## src/rtl/core/e2c_pkg.sv

```systemverilog
package e2c_pkg;

  localparam int NumStages = 6;

  localparam logic [31:0] Offset2000   = 32'd946684800;
  localparam logic [31:0] SecPerDay    = 32'd86400;
  localparam logic [25:0] DayRecip     = 26'd50903317;
  localparam int          DayShift     = 35;
  localparam logic [15:0] DaysPerGroup = 16'd1461;
  localparam logic [16:0] GroupRecip   = 17'd91868;
  localparam int          GroupShift   = 27;
  localparam logic [17:0] MinRecip     = 18'd139811;
  localparam int          MinShift     = 23;
  localparam logic [11:0] HourRecip    = 12'd2185;
  localparam int          HourShift    = 17;

  localparam logic [10:0] MonthStart [4][12] = '{
    '{11'd0,    11'd31,   11'd60,   11'd91,   11'd121,  11'd152,
      11'd182,  11'd213,  11'd244,  11'd274,  11'd305,  11'd335},
    '{11'd366,  11'd397,  11'd425,  11'd456,  11'd486,  11'd517,
      11'd547,  11'd578,  11'd609,  11'd639,  11'd670,  11'd700},
    '{11'd731,  11'd762,  11'd790,  11'd821,  11'd851,  11'd882,
      11'd912,  11'd943,  11'd974,  11'd1004, 11'd1035, 11'd1065},
    '{11'd1096, 11'd1127, 11'd1155, 11'd1186, 11'd1216, 11'd1247,
      11'd1277, 11'd1308, 11'd1339, 11'd1369, 11'd1400, 11'd1430}
  };

  typedef struct packed {
    logic [NumStages-1:0] en;
  } ctrl_t;

endpackage

```

## src/rtl/core/e2c_ctrl.sv

```systemverilog
module e2c_ctrl (
  input  logic           clk_i,
  input  logic           rst_ni,
  input  logic           valid_i,
  output logic           stall_o,
  output logic           valid_o,
  input  logic           stall_i,
  output e2c_pkg::ctrl_t ctrl_o
);

  localparam int N = e2c_pkg::NumStages;

  logic [N-1:0] v_q, v_d;
  logic [N-1:0] ready;

  always_comb begin
    ready[N-1] = !v_q[N-1] || !stall_i;
    for (int k = N - 2; k >= 0; k--) begin
      ready[k] = !v_q[k] || ready[k+1];
    end
  end

  always_comb begin
    v_d = v_q;
    if (ready[0]) begin
      v_d[0] = valid_i;
    end
    for (int k = 1; k < N; k++) begin
      if (ready[k]) begin
        v_d[k] = v_q[k-1];
      end
    end
  end

  always_ff @(posedge clk_i or negedge rst_ni) begin
    if (!rst_ni) begin
      v_q <= '0;
    end else begin
      v_q <= v_d;
    end
  end

  assign ctrl_o.en = ready;
  assign stall_o   = !ready[0];
  assign valid_o   = v_q[N-1];

  a_accept_enters : assert property (@(posedge clk_i) disable iff (!rst_ni)
    (valid_i && !stall_o) |=> v_q[0])
    else $error("accepted transaction did not enter the pipeline");

  a_stall_only_full : assert property (@(posedge clk_i) disable iff (!rst_ni)
    stall_o |-> (&v_q))
    else $error("input stalled with a bubble in the pipeline");

  a_stall_needs_back : assert property (@(posedge clk_i) disable iff (!rst_ni)
    !stall_i |-> !stall_o)
    else $error("input stalled while output is free");

endmodule

```

## src/rtl/core/e2c_tod.sv

```systemverilog
module e2c_tod (
  input  logic           clk_i,
  input  e2c_pkg::ctrl_t ctrl_i,
  input  logic [31:0]    secs_i,
  input  logic [15:0]    days_i,
  output logic [4:0]     hour_o,
  output logic [5:0]     minute_o,
  output logic [5:0]     second_o
);

  logic [16:0] sod3_q, sod4_q;
  logic [10:0] mt4_q, mt5_q;
  logic [5:0]  sec5_q, sec6_q;
  logic [4:0]  hr5_q, hr6_q;
  logic [5:0]  min6_q;

  logic [31:0] sod_full;
  logic [34:0] mt_prod;
  logic [16:0] sec_full;
  logic [22:0] hr_prod;
  logic [10:0] min_full;

  assign sod_full = secs_i - ({16'b0, days_i} * e2c_pkg::SecPerDay);
  assign mt_prod  = {18'b0, sod3_q} * {17'b0, e2c_pkg::MinRecip};
  assign sec_full = sod4_q - ({6'b0, mt4_q} * 17'd60);
  assign hr_prod  = {12'b0, mt4_q} * {11'b0, e2c_pkg::HourRecip};
  assign min_full = mt5_q - ({6'b0, hr5_q} * 11'd60);

  always_ff @(posedge clk_i) begin
    if (ctrl_i.en[2]) begin
      sod3_q <= sod_full[16:0];
    end
    if (ctrl_i.en[3]) begin
      sod4_q <= sod3_q;
      mt4_q  <= mt_prod[e2c_pkg::MinShift +: 11];
    end
    if (ctrl_i.en[4]) begin
      sec5_q <= sec_full[5:0];
      hr5_q  <= hr_prod[e2c_pkg::HourShift +: 5];
      mt5_q  <= mt4_q;
    end
    if (ctrl_i.en[5]) begin
      sec6_q <= sec5_q;
      hr6_q  <= hr5_q;
      min6_q <= min_full[5:0];
    end
  end

  assign hour_o   = hr6_q;
  assign minute_o = min6_q;
  assign second_o = sec6_q;

endmodule

```

## src/rtl/core/e2c_date.sv

```systemverilog
module e2c_date (
  input  logic           clk_i,
  input  e2c_pkg::ctrl_t ctrl_i,
  input  logic [15:0]    days_i,
  output logic [7:0]     year_o,
  output logic [3:0]     month_o,
  output logic [4:0]     day_o
);

  logic [15:0] days3_q;
  logic [5:0]  grp3_q, grp4_q, grp5_q;
  logic [10:0] dig4_q, dig5_q;
  logic [1:0]  yr5_q;
  logic [3:0]  mo5_q;
  logic [10:0] start5_q;
  logic [7:0]  year6_q;
  logic [3:0]  month6_q;
  logic [4:0]  day6_q;

  logic [32:0] grp_prod;
  logic [15:0] dig_full;
  logic [1:0]  yr;
  logic [3:0]  mo;
  logic [10:0] day_full;
  logic [7:0]  year_full;

  assign grp_prod = {17'b0, days_i} * {16'b0, e2c_pkg::GroupRecip};
  assign dig_full = days3_q - ({10'b0, grp3_q} * e2c_pkg::DaysPerGroup);

  always_comb begin
    yr = 2'd0;
    for (int y = 1; y < 4; y++) begin
      if (dig4_q >= e2c_pkg::MonthStart[y][0]) begin
        yr = yr + 2'd1;
      end
    end
    mo = 4'd0;
    for (int m = 1; m < 12; m++) begin
      if (dig4_q >= e2c_pkg::MonthStart[yr][m]) begin
        mo = mo + 4'd1;
      end
    end
  end

  assign day_full  = dig5_q - start5_q + 11'd1;
  assign year_full = {grp5_q, 2'b00} + {6'b0, yr5_q};

  always_ff @(posedge clk_i) begin
    if (ctrl_i.en[2]) begin
      days3_q <= days_i;
      grp3_q  <= grp_prod[e2c_pkg::GroupShift +: 6];
    end
    if (ctrl_i.en[3]) begin
      dig4_q <= dig_full[10:0];
      grp4_q <= grp3_q;
    end
    if (ctrl_i.en[4]) begin
      dig5_q   <= dig4_q;
      grp5_q   <= grp4_q;
      yr5_q    <= yr;
      mo5_q    <= mo;
      start5_q <= e2c_pkg::MonthStart[yr][mo];
    end
    if (ctrl_i.en[5]) begin
      year6_q  <= year_full;
      month6_q <= mo5_q + 4'd1;
      day6_q   <= day_full[4:0];
    end
  end

  assign year_o  = year6_q;
  assign month_o = month6_q;
  assign day_o   = day6_q;

endmodule

```

## src/rtl/core/epoch_to_calendar_time.sv

```systemverilog
// Converts a 32-bit Unix second count into calendar date and time of day,
// years counted from 2000 (every fourth year leap, no century rule; inputs
// before 2000 wrap into years up to 136). One transaction is taken every
// cycle while the input is not stalled; each result passes through
// registered stages that hold a chain of constant-reciprocal multiplies
// and remainder subtracts. A stall on the output backs up through the
// stages, and the input stalls only once every stage is full.
module epoch_to_calendar_time (
  input  logic        clk_i,
  input  logic        rst_ni,
  input  logic        valid_i,
  output logic        stall_o,
  input  logic [31:0] epoch_seconds_i,
  output logic        valid_o,
  input  logic        stall_i,
  output logic [7:0]  year_offset_o,
  output logic [3:0]  month_number_o,
  output logic [4:0]  day_of_month_o,
  output logic [4:0]  hour_of_day_o,
  output logic [5:0]  minute_of_hour_o,
  output logic [5:0]  second_of_minute_o
);

  e2c_pkg::ctrl_t ctrl;

  logic [31:0] t1_q, t2_q;
  logic [15:0] days2_q;
  logic [50:0] day_prod;

  e2c_ctrl u_ctrl (
    .clk_i   (clk_i),
    .rst_ni  (rst_ni),
    .valid_i (valid_i),
    .stall_o (stall_o),
    .valid_o (valid_o),
    .stall_i (stall_i),
    .ctrl_o  (ctrl)
  );

  assign day_prod = {26'b0, t1_q[31:7]} * {25'b0, e2c_pkg::DayRecip};

  always_ff @(posedge clk_i) begin
    if (ctrl.en[0]) begin
      t1_q <= epoch_seconds_i - e2c_pkg::Offset2000;
    end
    if (ctrl.en[1]) begin
      t2_q    <= t1_q;
      days2_q <= day_prod[e2c_pkg::DayShift +: 16];
    end
  end

  e2c_tod u_tod (
    .clk_i    (clk_i),
    .ctrl_i   (ctrl),
    .secs_i   (t2_q),
    .days_i   (days2_q),
    .hour_o   (hour_of_day_o),
    .minute_o (minute_of_hour_o),
    .second_o (second_of_minute_o)
  );

  e2c_date u_date (
    .clk_i   (clk_i),
    .ctrl_i  (ctrl),
    .days_i  (days2_q),
    .year_o  (year_offset_o),
    .month_o (month_number_o),
    .day_o   (day_of_month_o)
  );

  a_time_range : assert property (@(posedge clk_i) disable iff (!rst_ni)
    valid_o |-> (second_of_minute_o < 6'd60 && minute_of_hour_o < 6'd60 &&
                 hour_of_day_o < 5'd24))
    else $error("time of day out of range");

  a_date_range : assert property (@(posedge clk_i) disable iff (!rst_ni)
    valid_o |-> (month_number_o != 4'd0 && month_number_o <= 4'd12 &&
                 day_of_month_o != 5'd0 && year_offset_o <= 8'd139))
    else $error("calendar date out of range");

endmodule

```

## config.mk

```make
export PLATFORM = sky130hd
export DESIGN_NAME = epoch_to_calendar_time
export DESIGN_NICKNAME = d
export VERILOG_FILES = /design/src/rtl/core/e2c_pkg.sv /design/src/rtl/core/e2c_ctrl.sv /design/src/rtl/core/e2c_tod.sv /design/src/rtl/core/e2c_date.sv /design/src/rtl/core/epoch_to_calendar_time.sv
export SDC_FILE = /design/constraint.sdc
export NUM_CORES = 2
export LEC_CHECK = 0
export ABC_AREA = 1
export BUFFER_PORTS_ARGS = -buffer_cell sky130_fd_sc_hd__buf_2
export CORE_MARGIN = 1
export CORE_UTILIZATION = 49
export CTS_CLUSTER_SIZE = 40
export DETAILED_ROUTE_END_ITERATION = 8
export GPL_TIMING_DRIVEN = 1
export PLACE_DENSITY = 0.67
export RECOVER_POWER = 25
export SYNTH_ARGS = -nofsm -noshare
export SYNTH_HDL_FRONTEND = slang
export SYNTH_SLANG_ARGS = --single-unit
```

## constraint.sdc

```tcl
create_clock -name clk_i -period 14 [get_ports clk_i]
set_input_delay 0 -clock clk_i [delete_from_list [all_inputs] [get_ports clk_i]]
set_output_delay 0 -clock clk_i [all_outputs]
set_load 0.01 [all_outputs]
```

* Yosys cells after proc, flatten, opt, wreduce, memory -nomap -nowiden
Cells that the tools add are included.
Cells by class: add/sub/neg operators 21, $mul 8, $lt $le $gt $ge 16, multiplexer cells 20, bitwise logic cells 2, reduce and logical (&&, ||, !) cells 14
Operators by type and width (count):
- 132-bit binary-select mux with 2-bit select | 1
- 132-bit 2-to-1 mux | 2
- 11-bit greater-or-equal comparator | 11
- 25-bit by 26-bit multiplier with 51-bit output, second input constant | 1
- 11-bit binary-select mux with 4-bit select | 1
- 4-bit by 1-bit adder with 4-bit output, second input constant | 10
- 4-bit 2-to-1 mux | 10
- 17-bit by 18-bit multiplier with 34-bit output, second input constant | 1
- 32-bit by 30-bit subtractor with 32-bit output, second input constant | 1
- 16-bit by 15-bit multiplier with 31-bit output, second input constant | 1
- 11-bit by 12-bit multiplier with 22-bit output, second input constant | 1
- 17-bit subtractor | 1
- 16-bit by 10-bit multiplier with 10-bit output, second input constant | 1
- 6-bit subtractor | 2
- 11-bit by 10-bit greater-or-equal comparator with 1-bit output, second input constant | 1
- 11-bit greater-or-equal comparator, second input constant | 1
- 11-bit by 9-bit greater-or-equal comparator with 1-bit output, second input constant | 1
- 11-bit by 4-bit multiplier with 4-bit output, second input constant | 1
- 6-bit by 11-bit multiplier with 11-bit output, second input constant | 1
- 11-bit subtractor | 1
- 5-bit 2-to-1 mux | 2
- 8-bit by 2-bit adder with 8-bit output | 1
- 1-bit zero test | 8
- 1-bit logical OR | 6
- 11 further kinds | 14
Storage, ports and cells: flip-flop bits (word level) 212, input port bits 36, output and inout bits 36, word-level logic and storage cells 111

* Logic depth before layout (Yosys ltp)
depth after elaboration 36, depth in mapped cells 59, mapped depth without buffers 58

* Hierarchy
Synthesis repeated with hierarchy kept, for this count alone.
Unflattened totals: cells, all modules 4157, area total of the unflattened synthesis 35569.1 um^2
By module, submodules not included:
- epoch_to_calendar_time | instances 1, cells each 1759, area each 14660.3 um^2, sequential area each 2402.3 um^2
- e2c_date | instances 1, cells each 1410, area each 12169.2 um^2, sequential area each 2192.1 um^2
- e2c_tod | instances 1, cells each 963, area each 8478.1 um^2, sequential area each 2042.0 um^2
- e2c_ctrl | instances 1, cells each 25, area each 261.5 um^2, sequential area each 150.1 um^2

* Least setup slack after synthesis
OpenSTA, ideal clock, no wires.
kind reg2reg, from register u_date.dig4_q[6], to register u_date.start5_q[2], data pin, setup time 252 ps, data arrival time 8294 ps, required time 13748 ps, path slack 5454 ps, cell stages (with the launch flop) 57, path buffers 2, clock period less this slack 8546 ps, cell sequence edfxtp_1 -> buf_2 -> nand2_1 -> inv_1 -> o21ai_0 -> a21oi_1 -> nor2_1 -> ha_1 -> inv_1 -> o21ai_0 -> inv_1 -> ha_1 -> inv_1 -> ha_1 -> nand2_1 -> nor2_1 -> nand2_1 -> nand2_1 -> [... 21 more ...] -> nand2_1 -> nand3_1 -> and2_1 -> ha_1 -> or2_2 -> nand2_1 -> nand2_1 -> nand3_1 -> nand2_1 -> ha_1 -> nand2_1 -> a21boi_1 -> buf_2 -> nand3_1 -> nand3_1 -> nand2_1 -> nand2_1 -> nand2_1
Between the ends: cells in the longest elaborated chain, start to end 36, elaborated cells between the ends (all ways) 48, those cells by class add/sub (12); order compare (14); mux (20); bitwise (2)
Ends and longest elaborated chain:
- start, declared | RTL line e2c_date.sv:12 | logic [10:0] dig4_q, dig5_q;
- start signal, assigned | RTL line e2c_date.sv:54 | dig4_q <= dig_full[10:0];
- 11-bit by 9-bit greater-or-equal comparator with 1-bit output | RTL line e2c_date.sv:33 | if (dig4_q >= e2c_pkg::MonthStart[y][0]) begin
- 1-bit 2-to-1 mux | RTL line e2c_date.sv:33
- 1-bit by 1-bit adder with 2-bit output | RTL line e2c_date.sv:34 | yr = yr + 2'd1;
- 2-bit 2-to-1 mux | RTL line e2c_date.sv:33
- 2-bit by 1-bit adder with 2-bit output | RTL line e2c_date.sv:34
- 2-bit 2-to-1 mux * | RTL line e2c_date.sv:33
- via u_date.yr[1] | RTL line e2c_date.sv:22 | logic [1:0] yr;
- 2-bit NOT with 3-bit output (implied by the code) * | RTL line e2c_date.sv:39, e2c_date.sv:62
- [... 20 more ...]
- 4-bit 2-to-1 mux | RTL line e2c_date.sv:39 | if (dig4_q >= e2c_pkg::MonthStart[yr][m]) begin
- 4-bit by 1-bit adder with 4-bit output | RTL line e2c_date.sv:40 | mo = mo + 4'd1;
- 4-bit 2-to-1 mux | RTL line e2c_date.sv:39
- 4-bit by 1-bit adder with 4-bit output | RTL line e2c_date.sv:40
- 4-bit 2-to-1 mux | RTL line e2c_date.sv:39
- 4-bit NOT with 5-bit output (implied by the code) | RTL line e2c_date.sv:62 | start5_q <= e2c_pkg::MonthStart[yr][mo];
- 11-bit binary-select mux with 4-bit select * | RTL line e2c_date.sv:62
- 5-bit 2-to-1 mux (implied by the code) * (2 in a row) | RTL line e2c_date.sv:62
- end signal, assigned | RTL line e2c_date.sv:62
- end, declared | RTL line e2c_date.sv:15 | logic [10:0] start5_q;
Mark *: on every way through the listed nets, which the timed path passes. The rest lies on a longest branch. The select of a mux whose other input is x is not followed. A chain may end at the register's enable or synchronous reset.

* Final worst setup path
from register u_date.dig4_q[6], to register u_date.start5_q[4], data pin
The elaborated chain is that of the path after synthesis.

==> run_results.csv <==
group,metric,value,unit
place,portBuffers,71,
cts,clock_latency,0.57,ns
grt,grt_pass1_wl,111.3,mm
grt,grt_overflow,0,
cts,clk_pin_slew,0.06,ns
critical_path,worstSetupStartpointType,"flop",
layout,num_antenna_cells,0,
floorplanning,core-area,0.06285,sq mm
floorplanning,rows,92,
min_path,hp-class,"input pin to flop",
critical_path,rr_startpoint,"u_date.dig4_q[6]",
place,place_congestion,0.9066,
floorplanning,dieHeight,254.0,um
critical_path,cpMostUsedCell,"nand2_1",
critical_path,reg2regPathDepth,53,
layout,stdcell_area,0.03391,sq mm
sta,period_share,67.85,%
critical_path,critical_path_class,"flop to flop",
cts,h-tree-depth,1,
critical_path,cp_num_cells,53,
synth,ys_warn_count,0,
sta,final.setup.tns,0,ns
grt,antenna_found_initial,2,
layout,nets,4429,
sta,setup_ws,4.502,ns
layout,syn_to_final_growth,8.975,%
synth,ys.flop_type,"edfxtp_1",
critical_path,crit_fanout,15,
floorplanning,start_util,49.51,%
cts,cts_setup_buffers,0,
critical_path,reg2reg_slack,4.50,ns
drt,drt_iter0_markers,1013,
critical_path,crit_start,"u_date.dig4_q[6]",
drt,via_count,21220,
critical_path,slowest_stage,"edfxtp_1",
critical_path,r2r_end,"u_date.start5_q[4]",
sta,whs,0.1333,ns
synth,synthArstFlopShare,2.830,%
floorplanning,die-area,0.06451,sq mm
grt,track_usage,21.73,%
cts,cts.path.max_buffers,3,
critical_path,end_kind,"flop",
drt,viasPerCell,5.043,
job,timing.max_cap.violations,0,
sta,tightest_slew,0.8018,ns
sta,max_freq,105.3,MHz
sta,slew_headroom,46.55,%
drt,drtPass1Iterations,5,
critical_path,crit_family,"simple AND/OR/NAND/NOR gates",
critical_path,endpoint,"u_date.start5_q[4]",
synth,ys_seq_area_share,20.36,%
synth,synth_fp_nets,4277,
floorplanning,io-pin-count,72,
synth,netlist_area,0.03111,sq mm
sta,rsz0062_at_grt,"no",
status,outcome,"finished, final reports clean",
cts,cts_tree,"built",
synth,synth_seq_cells,212,
synth,syn_inst,3191,
place,dp_hpwl,55.91,mm
critical_path,cp_slowest_stage_delay,0.74,ns
drt,post_drt_wl_per_cell,15.76,um
sta,setup_viol,0,
critical_path,arrival,9.81,ns
sta,skew,0.03366,ns
synth,postSynthAreaPerCell,9.751,sq um
synth,synth-edff-count,206,
floorplanning,chipWidth,254.0,um
sta,min_period,9.498,ns
drt,routed_wl,66.32,mm
place,placed_cell_area,0.03255,sq mm
drt,drc,0,
synth,synthDistinctLibCells,59,
critical_path,crit_required,14.31,ns
sta,hold_viol,0,
sta,final_max_slew_viol_count,0,
layout,drive_above_1_share,5.204,%
grt,grt_max_degree,41,
grt,grt_pass1_vias,22450,
cts,clock-sinks,212,
place,place_ws,4.621,ns
critical_path,worst-path-buf-inv,10,
cts,cts_root_buffer,"clkbuf_16",
drt,ant_nets,0,
cts,cts_buffers,26,
-- state kept, by name (all words and copies together) (netlist names), 6 cells and up --
register and cells:
u_tod.minute_o 6, u_date.days3_q 11, u_ctrl.v_q 6, u_date.year_o 8, u_date.grp4_q 6, u_tod.mt5_q 6
u_tod.sec5_q 6, t1_q 32, u_tod.sod3_q 17, u_tod.second_o 6, days2_q 16, u_date.grp3_q 6
u_date.grp5_q 6, u_date.dig4_q 11, u_tod.sod4_q 6, u_tod.mt4_q 11, t2_q 17
-- layer usage --
layer / wire length [um] / track usage (%) / up-vias
met5: 0 / 0 / -
met4: 1868 / 5.990 / 0
met3: 2324 / 2.192 / 112
met2: 31610 / 37.92 / 380
met1: 30510 / 28.55 / 10090
li1: - / - / 10650
-- worst min path at each step --
| stage | from | end | slack (ns) | cells past startpoint |
|---|---|---|---|---|
| detailed placement | rst_ni | u_ctrl.v_q[5] | -0.15 | 1 |
| floorplan | rst_ni | u_ctrl.v_q[0] | -0.30 | 0 |
| global placement | rst_ni | u_ctrl.v_q[5] | -0.15 | 1 |
| global route | epoch_seconds_i[3] | t1_q[3] | 0.14 | 2 |
| finish | epoch_seconds_i[5] | t1_q[5] | 0.13 | 2 |
| CTS | epoch_seconds_i[5] | t1_q[5] | 0.11 | 2 |
-- synth_stat cells, types with 5 or more instances --
library cell	instances	share of area [%]
a21boi_0	5	0.12
a21o_1	8	0.19
a21oi_1	146	2.3
a31oi_1	6	0.12
dfrtp_1	6	0.48
edfxtp_1	206	20
fa_1	348	22
ha_1	702	28
inv_1	737	8.9
inv_2	11	0.13
nand2_1	387	4.7
nand2_2	15	0.30
nand3_1	121	1.9
nand3_2	11	0.35
nand4_1	23	0.46
nor2_1	139	1.7
nor3_1	24	0.39
o211ai_1	10	0.24
o21a_1	6	0.14
o21ai_0	65	1.0
o21bai_1	8	0.19
or2_2	7	0.14
xnor2_1	52	1.5
xor2_1	77	2.2
-- layout make-up --
| cell class | count | area, sq um |
|---|---|---|
| fillers | 5563 | 28940 |
| multi-input cells | 2224 | 21920 |
| flip-flops and latches | 212 | 6336 |
| inverters | 749 | 2811 |
| well taps | 846 | 1059 |
| repair buffers | 130 | 908.4 |
| clock buffers | 35 | 714.4 |
| clock inverters | 13 | 153.9 |
-- cell usage in the layout, fill, tap and decap left out, drive strengths merged, types with 4 or more instances in the layout --
cell type	count
a211oi	4
a21boi	7
a21o	8
a21oi	148
a221oi	4
a31oi	7
buf	68
clkbuf	47
clkinv	9
dfrtp	6
dlygate4sd3	50
edfxtp	206
fa	348
ha	702
inv	749
nand2	406
nand3	134
nand3b	4
nand4	24
nor2	145
nor3	25
nor4	4
o211ai	10
o21a	6
o21ai	69
o21bai	8
or2	9
xnor2	52
xor2	77
-- cells by family after synthesis --
family                   after synthesis  synth area share (%)
AO/OA/AOI/OAI                        284                 5.236
XOR/XNOR                             131                 3.776
adder cells (fa/ha/maj)             1050                 50.62
buffers and inverters                755                 9.172
flip-flops                           212                 20.36
AND/OR/NAND/NOR                      759                 10.83
-- stage by stage --
step / util [%] / std cells
floorplan: - / 3191
global placement: 51.80 / 4111
detailed placement: 51.80 / 4111
CTS: 53.97 / 4209
global route: 53.95 / 4209
finish: 53.95 / 4209
-- timing repair --
action                    in CTS  in global routing
hold buffers                  50                  0
gates resized for setup        0                  0
hold endpoints to repair      40                  0
Power is left out: the tool's default activity adds up to more than one toggle a clock period on the data nets, which glitch-free logic cannot reach.
